`config.mk`:
```
export PLATFORM = sky130hd
export DESIGN_NAME = nearest_neighbor_scale_address
export DESIGN_NICKNAME = d
export VERILOG_FILES = /design/src/sv/nnsa_pkg.sv /design/src/sv/nearest_neighbor_scale_address.sv /design/src/sv/nnsa_front.sv /design/src/sv/nnsa_cell.sv /design/src/sv/nnsa_back.sv
export VERILOG_INCLUDE_DIRS = /design/src /design/src/sv
export SDC_FILE = /design/constraint.sdc
export NUM_CORES = 2
export LEC_CHECK = 0
export CAP_MARGIN = 20
export CORE_MARGIN = 5
export CORE_UTILIZATION = 65
export CTS_BUF_LIST = sky130_fd_sc_hd__clkbuf_8
export DETAILED_ROUTE_END_ITERATION = 16
export DONT_BUFFER_PORTS = 1
export PLACE_DENSITY_LB_ADDON = 0.25
export SLEW_MARGIN = 20
export SYNTH_ARGS = -nofsm -noshare
export SYNTH_HDL_FRONTEND = slang
export SYNTH_SLANG_ARGS = --single-unit
```
`constraint.sdc`:
```
create_clock -name clk -period 8.93 [get_ports clk]
set_input_delay 1.786 -clock clk [delete_from_list [all_inputs] [get_ports clk]]
set_output_delay 1.786 -clock clk [all_outputs]
set_load 0.1 [all_outputs]
```
`src/sv/assert_macros.svh`:
```
// ----------------------------------------------------------------------------
// Assertion macros
// Shared concurrent assertion forms for the scaler address generator.
// ----------------------------------------------------------------------------
`ifndef ASSERT_MACROS_SVH
`define ASSERT_MACROS_SVH

// Same-cycle implication, disabled while reset is asserted.
`define ASSERT_IMP(label, clk, rst_n, ante, cons) \
	label: assert property (@(posedge clk) disable iff (!rst_n) (ante) |-> (cons)) \
		else $error("assertion failed");

// Next-cycle implication, disabled while reset is asserted.
`define ASSERT_NXT(label, clk, rst_n, ante, cons) \
	label: assert property (@(posedge clk) disable iff (!rst_n) (ante) |=> (cons)) \
		else $error("assertion failed");

`endif

```
`src/sv/nnsa_pkg.sv`:
```
// ----------------------------------------------------------------------------
// Scaler address package
// Widths, register indexes, shared types and the side clamp function.
// ----------------------------------------------------------------------------
`timescale 1ns / 1ps

package nnsa_pkg;

	localparam int MAX_SIDE  = 4096;
	localparam int SIDE_W    = 13;
	localparam int COORD_W   = 12;
	localparam int INDEX_W   = 24;
	localparam int QUO_W     = COORD_W;
	localparam int NUM_CELLS = QUO_W;
	localparam int CFG_IDX_W = 2;

	typedef enum logic [CFG_IDX_W-1:0] {
		REG_SOURCE_WIDTH  = 2'd0,
		REG_SOURCE_HEIGHT = 2'd1,
		REG_TARGET_WIDTH  = 2'd2,
		REG_TARGET_HEIGHT = 2'd3
	} cfg_reg_t;

	typedef struct packed {
		logic [SIDE_W-1:0] sw;
		logic [SIDE_W-1:0] sh;
		logic [SIDE_W-1:0] tw;
		logic [SIDE_W-1:0] th;
	} sides_t;

	typedef struct packed {
		logic [QUO_W-1:0] rem;
		logic [QUO_W-1:0] quo;
	} lane_t;

	typedef struct packed {
		lane_t              col;
		lane_t              row;
		logic [INDEX_W-1:0] dst_index;
		logic               in_range;
	} cell_data_t;

	// A zero side counts as one, a side above the maximum as the maximum.
	function automatic logic [SIDE_W-1:0] eff_side(logic [SIDE_W-1:0] v);
		logic [SIDE_W-1:0] r;
		r = v;
		if (v == '0) begin
			r = SIDE_W'(1);
		end else if (v > SIDE_W'(MAX_SIDE)) begin
			r = SIDE_W'(MAX_SIDE);
		end
		return r;
	endfunction

endpackage

```
`src/sv/nearest_neighbor_scale_address.sv`:
```
// ----------------------------------------------------------------------------
// Nearest-neighbor scaling address generator
// Maps an output pixel coordinate to its source and destination pixel indices.
// ----------------------------------------------------------------------------
// The block takes one coordinate transfer in every clock cycle while the
// output is not stalled and returns each result through its registers in
// order: one front stage forms the products, a chain of 12 divider cells
// resolves one bit of the column and row quotients each, and one output stage
// forms the source index. The user must write the four size registers through
// the plain write port only while no transfer is in flight; the block itself
// does not enforce this. A size of zero acts as one and above 4096 as 4096.
`timescale 1ns / 1ps

module nearest_neighbor_scale_address import nnsa_pkg::*; (
	input  logic                 clk,
	input  logic                 arst_n,
	input  logic                 cfg_we,
	input  logic [CFG_IDX_W-1:0] cfg_index,
	input  logic [SIDE_W-1:0]    cfg_data,
	input  logic                 in_valid,
	output logic                 in_stall,
	input  logic [COORD_W-1:0]   out_col,
	input  logic [COORD_W-1:0]   out_row,
	output logic                 out_valid,
	input  logic                 out_stall,
	output logic [INDEX_W-1:0]   src_index,
	output logic [INDEX_W-1:0]   dst_index,
	output logic                 in_range
);

	sides_t     sides_q;
	logic       in_ready;
	logic       valid_c [0:NUM_CELLS];
	logic       ready_c [0:NUM_CELLS];
	cell_data_t data_c  [0:NUM_CELLS];

	always_ff @(posedge clk or negedge arst_n) begin
		if (!arst_n) begin
			sides_q.sw <= SIDE_W'(640);
			sides_q.sh <= SIDE_W'(480);
			sides_q.tw <= SIDE_W'(640);
			sides_q.th <= SIDE_W'(480);
		end else if (cfg_we) begin
			unique case (cfg_reg_t'(cfg_index))
				REG_SOURCE_WIDTH:  sides_q.sw <= eff_side(cfg_data);
				REG_SOURCE_HEIGHT: sides_q.sh <= eff_side(cfg_data);
				REG_TARGET_WIDTH:  sides_q.tw <= eff_side(cfg_data);
				REG_TARGET_HEIGHT: sides_q.th <= eff_side(cfg_data);
				default: ;
			endcase
		end
	end

	assign in_stall = !in_ready;

	nnsa_front u_front (
		.clk       (clk),
		.arst_n    (arst_n),
		.sides     (sides_q),
		.in_valid  (in_valid),
		.in_ready  (in_ready),
		.out_col   (out_col),
		.out_row   (out_row),
		.nxt_valid (valid_c[0]),
		.nxt_ready (ready_c[0]),
		.nxt_data  (data_c[0])
	);

	for (genvar k = 0; k < NUM_CELLS; k++) begin : g_cell
		nnsa_cell u_cell (
			.clk       (clk),
			.arst_n    (arst_n),
			.sides     (sides_q),
			.prv_valid (valid_c[k]),
			.prv_ready (ready_c[k]),
			.prv_data  (data_c[k]),
			.nxt_valid (valid_c[k+1]),
			.nxt_ready (ready_c[k+1]),
			.nxt_data  (data_c[k+1])
		);
	end

	nnsa_back u_back (
		.clk       (clk),
		.arst_n    (arst_n),
		.sides     (sides_q),
		.prv_valid (valid_c[NUM_CELLS]),
		.prv_ready (ready_c[NUM_CELLS]),
		.prv_data  (data_c[NUM_CELLS]),
		.out_valid (out_valid),
		.out_stall (out_stall),
		.src_index (src_index),
		.dst_index (dst_index),
		.in_range  (in_range)
	);

endmodule

```
`src/sv/nnsa_front.sv`:
```
// ----------------------------------------------------------------------------
// Scaler address front stage
// Forms the scaled dividends, the destination index and the range flag.
// ----------------------------------------------------------------------------
`timescale 1ns / 1ps
`include "assert_macros.svh"

module nnsa_front import nnsa_pkg::*; (
	input  logic               clk,
	input  logic               arst_n,
	input  sides_t             sides,
	input  logic               in_valid,
	output logic               in_ready,
	input  logic [COORD_W-1:0] out_col,
	input  logic [COORD_W-1:0] out_row,
	output logic               nxt_valid,
	input  logic               nxt_ready,
	output cell_data_t         nxt_data
);

	logic                     valid_q;
	cell_data_t               data_q;
	cell_data_t               data_d;
	logic [2*INDEX_W-1:0]     prod_col;
	logic [2*INDEX_W-1:0]     prod_row;
	logic [2*INDEX_W-1:0]     prod_dst;

	assign in_ready = !valid_q || nxt_ready;

	always_comb begin
		prod_col = 48'(out_col) * 48'(sides.sw);
		prod_row = 48'(out_row) * 48'(sides.sh);
		prod_dst = 48'(out_row) * 48'(sides.tw) + 48'(out_col);
		data_d.col.rem   = prod_col[INDEX_W-1:QUO_W];
		data_d.col.quo   = prod_col[QUO_W-1:0];
		data_d.row.rem   = prod_row[INDEX_W-1:QUO_W];
		data_d.row.quo   = prod_row[QUO_W-1:0];
		data_d.dst_index = prod_dst[INDEX_W-1:0];
		data_d.in_range  = (SIDE_W'(out_col) < sides.tw) && (SIDE_W'(out_row) < sides.th);
	end

	always_ff @(posedge clk or negedge arst_n) begin
		if (!arst_n) begin
			valid_q <= 1'b0;
		end else if (in_ready) begin
			valid_q <= in_valid;
		end
	end

	always_ff @(posedge clk) begin
		if (in_ready && in_valid) begin
			data_q <= data_d;
		end
	end

	assign nxt_valid = valid_q;
	assign nxt_data  = data_q;

	`ASSERT_NXT(a_front_hold, clk, arst_n, valid_q && !nxt_ready, valid_q && $stable(data_q))

endmodule

```
`src/sv/nnsa_cell.sv`:
```
// ----------------------------------------------------------------------------
// Scaler divider cell
// Resolves one quotient bit of both the column and the row division.
// ----------------------------------------------------------------------------
`timescale 1ns / 1ps
`include "assert_macros.svh"

module nnsa_cell import nnsa_pkg::*; (
	input  logic       clk,
	input  logic       arst_n,
	input  sides_t     sides,
	input  logic       prv_valid,
	output logic       prv_ready,
	input  cell_data_t prv_data,
	output logic       nxt_valid,
	input  logic       nxt_ready,
	output cell_data_t nxt_data
);

	logic       valid_q;
	cell_data_t data_q;
	cell_data_t data_d;

	function automatic lane_t div_step(lane_t a, logic [SIDE_W-1:0] d);
		logic [SIDE_W-1:0] t;
		logic              ge;
		lane_t             r;
		t  = {a.rem, a.quo[QUO_W-1]};
		ge = (t >= d);
		if (ge) begin
			t = t - d;
		end
		r.rem = t[QUO_W-1:0];
		r.quo = {a.quo[QUO_W-2:0], ge};
		return r;
	endfunction

	assign prv_ready = !valid_q || nxt_ready;

	always_comb begin
		data_d     = prv_data;
		data_d.col = div_step(prv_data.col, sides.tw);
		data_d.row = div_step(prv_data.row, sides.th);
	end

	always_ff @(posedge clk or negedge arst_n) begin
		if (!arst_n) begin
			valid_q <= 1'b0;
		end else if (prv_ready) begin
			valid_q <= prv_valid;
		end
	end

	always_ff @(posedge clk) begin
		if (prv_ready && prv_valid) begin
			data_q <= data_d;
		end
	end

	assign nxt_valid = valid_q;
	assign nxt_data  = data_q;

	`ASSERT_NXT(a_cell_hold, clk, arst_n, valid_q && !nxt_ready, valid_q && $stable(data_q))

endmodule

```
`src/sv/nnsa_back.sv`:
```
// ----------------------------------------------------------------------------
// Scaler address output stage
// Builds the source index from the quotients and holds the result transfer.
// ----------------------------------------------------------------------------
`timescale 1ns / 1ps
`include "assert_macros.svh"

module nnsa_back import nnsa_pkg::*; (
	input  logic               clk,
	input  logic               arst_n,
	input  sides_t             sides,
	input  logic               prv_valid,
	output logic               prv_ready,
	input  cell_data_t         prv_data,
	output logic               out_valid,
	input  logic               out_stall,
	output logic [INDEX_W-1:0] src_index,
	output logic [INDEX_W-1:0] dst_index,
	output logic               in_range
);

	logic                 valid_q;
	logic [INDEX_W-1:0]   src_index_q;
	logic [INDEX_W-1:0]   dst_index_q;
	logic                 in_range_q;
	logic [2*INDEX_W-1:0] prod_src;

	assign prv_ready = !valid_q || !out_stall;

	always_comb begin
		prod_src = 48'(prv_data.row.quo) * 48'(sides.sw) + 48'(prv_data.col.quo);
	end

	always_ff @(posedge clk or negedge arst_n) begin
		if (!arst_n) begin
			valid_q <= 1'b0;
		end else if (prv_ready) begin
			valid_q <= prv_valid;
		end
	end

	always_ff @(posedge clk) begin
		if (prv_ready && prv_valid) begin
			in_range_q <= prv_data.in_range;
			if (prv_data.in_range) begin
				src_index_q <= prod_src[INDEX_W-1:0];
				dst_index_q <= prv_data.dst_index;
			end else begin
				src_index_q <= '0;
				dst_index_q <= '0;
			end
		end
	end

	assign out_valid = valid_q;
	assign src_index = src_index_q;
	assign dst_index = dst_index_q;
	assign in_range  = in_range_q;

	`ASSERT_IMP(a_out_zero, clk, arst_n, valid_q && !in_range_q, (src_index_q == '0) && (dst_index_q == '0))

endmodule
```
== Word-level counts from Yosys, hierarchy flattened ==
Cells that the tools add are included.
Widths: inputs -> output; s select.
Word-level totals
  register bits: 1040
  latch bits: 0
  memory bits (writable): 0
  bits in read-only memories: 0
  input port bits: 44
  output and inout bits: 51
  word-level logic and storage cells: 230
  memories: 0
Operators by class
  $add $sub $neg: 24
  multiply operators: 4
  divide/modulo/power cells: 0
  magnitude comparators: 27
  eq/ne operators: 3
  shifts and indexed selects: 0
  multiplexer cells: 24
  bitwise gates (word level): 0
  reduce and logical (&&, ||, !) cells: 51
Operators with widths (count)
  $ge 13x13->1: 24
  $mux 12: 22
  $sub 12x12->12: 22
  $mul 12x13->24: 4
  $add 24x12->24: 2
  $lt 12x13->1: 2
  $mux 13: 2
  $logic_not 1->1: 16
  $logic_and 1x1->1: 15
  $logic_or 1x1->1: 14
  $gt 13x13->1 const B: 1
  $logic_not 13->1: 1
  $reduce_and 2->1: 4
  $eq 2x2->1 const B: 2
  $eq 2x1->1 const B: 1
  $logic_not 2->1: 1

== Longest topological paths before layout ==
  depth after elaboration: 16
  mapped depth: 22
  gate-level depth less buffers: 20

== Cells and area by module ==
From an unflattened synthesis, not the netlist that was laid out.
Unflattened totals
  cell total of the unflattened synthesis: 6696
  area, all modules: 73641.9 um^2
Modules (own cells, without submodules)
  nnsa_cell at g_cell[0].u_cell ...: instances 11, cells each 309, area an instance 3813.7 um^2, sequential area each 2217.1 um^2
  nnsa_front: instances 1, cells each 2036, area an instance 18335.1 um^2, sequential area each 2217.1 um^2
  nnsa_back: instances 1, cells each 761, area an instance 7370.8 um^2, sequential area each 1496.4 um^2
  nnsa_cell at g_cell[10].u_cell: instances 1, cells each 304, area an instance 3923.8 um^2, sequential area each 2217.1 um^2
  nearest_neighbor_scale_address: instances 1, cells each 196, area an instance 2062.0 um^2, sequential area each 1316.3 um^2

== Worst setup path after synthesis ==
No wires, ideal clock.
  path type: input port to flip-flop
  from: input out_stall
  to: register g_cell[3].u_cell.data_q, in the netlist g_cell[3].u_cell.nxt_data[0], enable pin
  data arrival time: 7.752 ns
  slack: 0.562 ns
  stages on the path: 6
  cells stage by stage: nand4_1 > inv_1 > and3_1 > nand3_1 > nor2_1 > a21boi_0
On the way
  cells in the longest elaborated chain, start to end: 12
Ends and longest elaborated chain
  start, declared: RTL line nearest_neighbor_scale_address.sv:25  | input logic out_stall,
  $logic_not 1->1: RTL line nnsa_back.sv:28  | assign prv_ready = !valid_q || !out_stall;
  $logic_or 1x1->1: RTL line nnsa_back.sv:28
  $logic_or 1x1->1 (9 in a row): RTL line nnsa_cell.sv:38  | assign prv_ready = !valid_q || nxt_ready;
  $logic_and 1x1->1: RTL line nnsa_cell.sv:55  | if (prv_ready && prv_valid) begin
  end signal, assigned: RTL line nnsa_cell.sv:56  | data_q <= data_d;
  end, declared: RTL line nnsa_cell.sv:21  | cell_data_t data_q;
No other way between the ends.
A chain may end at the register's enable or synchronous reset.

== Final worst setup path ==
  from: register sides_q[46] (netlist name)
  to: register u_back.src_index_q[22] (netlist: u_back.src_index[22]), data pin
On the way
  cells in the longest elaborated chain, start to end: 2
Ends and longest elaborated chain
  start, declared: RTL line nearest_neighbor_scale_address.sv:31  | sides_t sides_q;
  $mul 12x13->24: RTL line nnsa_back.sv:31  | prod_src = 48'(prv_data.row.quo) * 48'(sides.sw) + 48'(prv_data.col.quo);
  $add 24x12->24: RTL line nnsa_back.sv:31
  end signal, assigned: RTL line nnsa_back.sv:46  | src_index_q <= prod_src[INDEX_W-1:0];
  end, declared: RTL line nnsa_back.sv:23  | logic [INDEX_W-1:0] src_index_q;
No other way between the ends.

==> out/metrics.csv <==
stage;metric;value;unit
outcome;status;complete, no violations;
sta;finalCritPeriodShare;71.3;%
sta;rsz0062_at_grt;false;
grt;grt_usage;25.7;%
grt;grt_max_degree;74;
worst_setup_path;cp.arrival;7.08;ns
clock_tree;ctsResizeCount;0;
synth;synth_area_per_cell;11.7;µm²
sta;finalSetupViolations;0;
synth;synth_nets;6967;
floorplan;core_area;105000;µm²
clock_tree;clockBufferDepth;3;
clock_tree;cts_sinks;1040;
grt;grt_antenna_before_repair;4;
route;firstDrtPassIters;5;
synth;ys.flop_type;edfxtp_1;
route;antenna_left;0;
route;wl_per_cell;18.8;µm
sta;drv_slew;0;
sta;fmax;157;MHz
route;vias;43100;
worst_setup_path;reg2reg_slack;2.56;ns
synth;postSynthCellCount;5853;
cells_and_area;final_area;73500;µm²
worst_setup_path;rr_endpoint;u_back.src_index[22];
sta;finalWorstSetupSlack;2.56;ns
synth;synthArstFlopShare;6.35;%
placement;dpl_cell_area;70400;µm²
cells_and_area;seqCellArea;30900;µm²
worst_setup_path;path_class;flop to flop;
route;drc;0;
worst_setup_path;required;9.65;ns
synth;netlist_area;68700;µm²
worst_setup_path;crit_chain;nand2_1 > fa_1 > fa_1 > fa_1 > inv_1 > fa_1 > inv_1 > fa_1 > inv_1 > ha_1 > and4_1 > nand4_1 > and4_1 > o311ai_1 > a221o_1 > a21oi_1 > xnor2_1 > and2_1;
floorplan;start_util;65.4;%
clock_tree;cts_tree;yes;
worst_setup_path;timing.critical_path.buf_inv;3;
sta;hold_viol_final;0;
cells_and_area;final_common_cell;edfxtp_1;
worst_setup_path;path_max_fanout;25;
grt;grt_pass1_wl;231000;µm
cells_and_area;multi_input_area;34300;µm²
sta;worst_clock_skew;0.0487;ns
cells_and_area;utilization;69.9;%
floorplan;fp.dieW;335;µm
pwr;ir_drop;0.543;mV
route;drt_iter0_markers;2827;
worst_setup_path;cp-end-kind;flop;
placement;dp_hpwl;102000;µm
cells_and_area;fillers;7220;
pwr;p_per_area;383;nW/µm²
worst_setup_path;reg2regPathDepth;18;
clock_tree;post_cts_buffers;0;
clock_tree;clk_transition_reported_paths;0.07;ns
synth;ys.warnings.count;0;
placement;numPortBuffers;0;
floorplan;die_h;335;µm
cells_and_area;final_cell_mix;edfxtp_1, inv_1, ha_1;
clock_tree;cts_buffers;164;
hold_path;hold_class;flop to flop;
sta;max_slew_margin;29.7;%
cells_and_area;layout-drive-gt1-share;7.76;%
route;viasPerCell;5.79;
worst_setup_path;cp_top_family;adder cells;
sta;tightestPinTransition;1.05;ns
clock_tree;h-tree-depth;4;
route;routed_wl;140000;µm
placement;gp_congestion;0.925;
clock_tree;root_buffer;clkbuf_8;
worst_setup_path;critical_path.startpoint_type;flop;
worst_setup_path;critical_path.startpoint;sides_q[46];
worst_setup_path;path_common_cell;fa_1;
cells_and_area;areaGrowthSynthToFinish;6.96;%
worst_setup_path;cpPeakStageDelay;1.07;ns
cells_and_area;layout.nets;7043;
flow_run;maxCapViolCount;0;
worst_setup_path;r2r-start;sides_q[46];
worst_setup_path;endpoint;u_back.src_index[22];
synth;yosysUniqueCellTypes;78;
synth;seq_area_frac_synth;45.0;%
floorplan;row_count;119;
clock_tree;clkLatencyLatePin;0.83;ns
pwr;p_leak;31.4;nW
floorplan;dieArea;112000;µm²
grt;grt_overflow;0;
worst_setup_path;cp_num_cells;18;
worst_setup_path;critPathSlowestCell;dfstp_2;
placement;post-place-ws;1.91;ns
sta;post-route-min-period;6.37;ns
sta;setup_tns;0;ns
grt;first_global_vias;45400;
synth;ys_seq_elements;1040;
synth;synth_edf_count;974;
clock_tree;postCtsHoldBufs;0;
floorplan;ioPinCount;95;
==> layer usage <==
layer  up-vias  track usage (%)  routed length [µm]
met5         -                0                   0
met4         0             10.6                5810
met3       383             4.15                8560
met2      1382             44.0               68700
met1     21100             32.9               57200
li1      20300                -                   -
==> cells by family (layout without fill, tap and decap cells) <==
kind of cell	Yosys count	in the layout	synth area share, %
xor+xnor	255	255	3.25
fa+ha+maj	1070	1070	24.7
flops	1040	1040	45.0
buf+inv	950	1156	5.25
other cells	0	1	0
simple gates	1492	1492	10.8
compound gates	867	867	8.09
mux	179	179	2.92
==> how the worst min path moves through the flow <==
stage                                             start                            end  cells past startpoint
after floorplan                     u_front.nxt_data[0]   g_cell[0].u_cell.nxt_data[0]                      0
after global placement             u_front.nxt_data[33]  g_cell[0].u_cell.nxt_data[34]                      0
after detailed placement           u_front.nxt_data[24]  g_cell[0].u_cell.nxt_data[24]                      0
after CTS                 g_cell[2].u_cell.nxt_data[12]  g_cell[3].u_cell.nxt_data[12]                      0
after global routing      g_cell[8].u_cell.nxt_data[29]  g_cell[9].u_cell.nxt_data[30]                      0
final                     g_cell[2].u_cell.nxt_data[12]  g_cell[3].u_cell.nxt_data[12]                      0
==> cell type report <==
type,instances,area share (%)
well taps,1391,2.37
clock buffers,166,3.11
flip-flops and latches,1040,42.1
multi-input cells,3863,46.7
inverters,800,4.09
diodes,1,0.00340
repair buffers,60,0.623
clock inverters,130,1.10
==> Yosys cell counts (all sizes together), types with 6 or more instances <==
master,instances,area [µm²]
and4,6,52.6
a211oi,29,218
nor3,76,380
clkbuf,131,492
and2,332,2080
nand3b,7,52.6
o21bai,36,278
nand2,580,2180
a211o,29,254
nand3,53,265
or3,10,62.6
and3,8,50.1
nand4,40,250
dfrtp,54,1350
xor2,90,788
a31oi,34,219
a21oi,204,1050
nor2,154,578
mux2i,28,280
or2,7,43.8
nand2b,81,507
dfstp,12,315
mux2,151,1730
a21o,98,736
o21a,87,653
nor2b,92,576
inv,800,3000
edfxtp,974,29200
nor4,32,215
buf,19,115
ha,590,7380
xnor2,165,1450
fa,480,9610
o31ai,17,128
o21ai,244,1220
o311ai,11,96.3
a21boi,6,45.0
o211ai,11,92.6
==> per-stage QoR <==
step	total power, mW	hold WS [ns]	instances
after floorplan	20.9	0.400	5853
after global placement	23.6	0.401	7152
after detailed placement	24.2	0.405	7152
after CTS	28.2	0.375	7448
after global routing	30.6	0.397	7451
final	28.2	0.380	7451
==> registers in the layout, summed over array words and instances (netlist names) <==
signal                   cells
u_front.nxt_valid            1
u_front.nxt_data            73
sides_q                     52
u_back.src_index            24
g_cell.u_cell.nxt_valid     12
u_back.out_valid             1
u_back.in_range              1
g_cell.u_cell.nxt_data     852
u_back.dst_index            24
==> power breakdown <==
part / internal, mW / switching, mW
Sequential: 7.90 / 1.45
Clock: 1.91 / 1.90
Combinational: 6.71 / 8.29
Total: 16.5 / 11.6
Power figures use the tool's default switching activity.
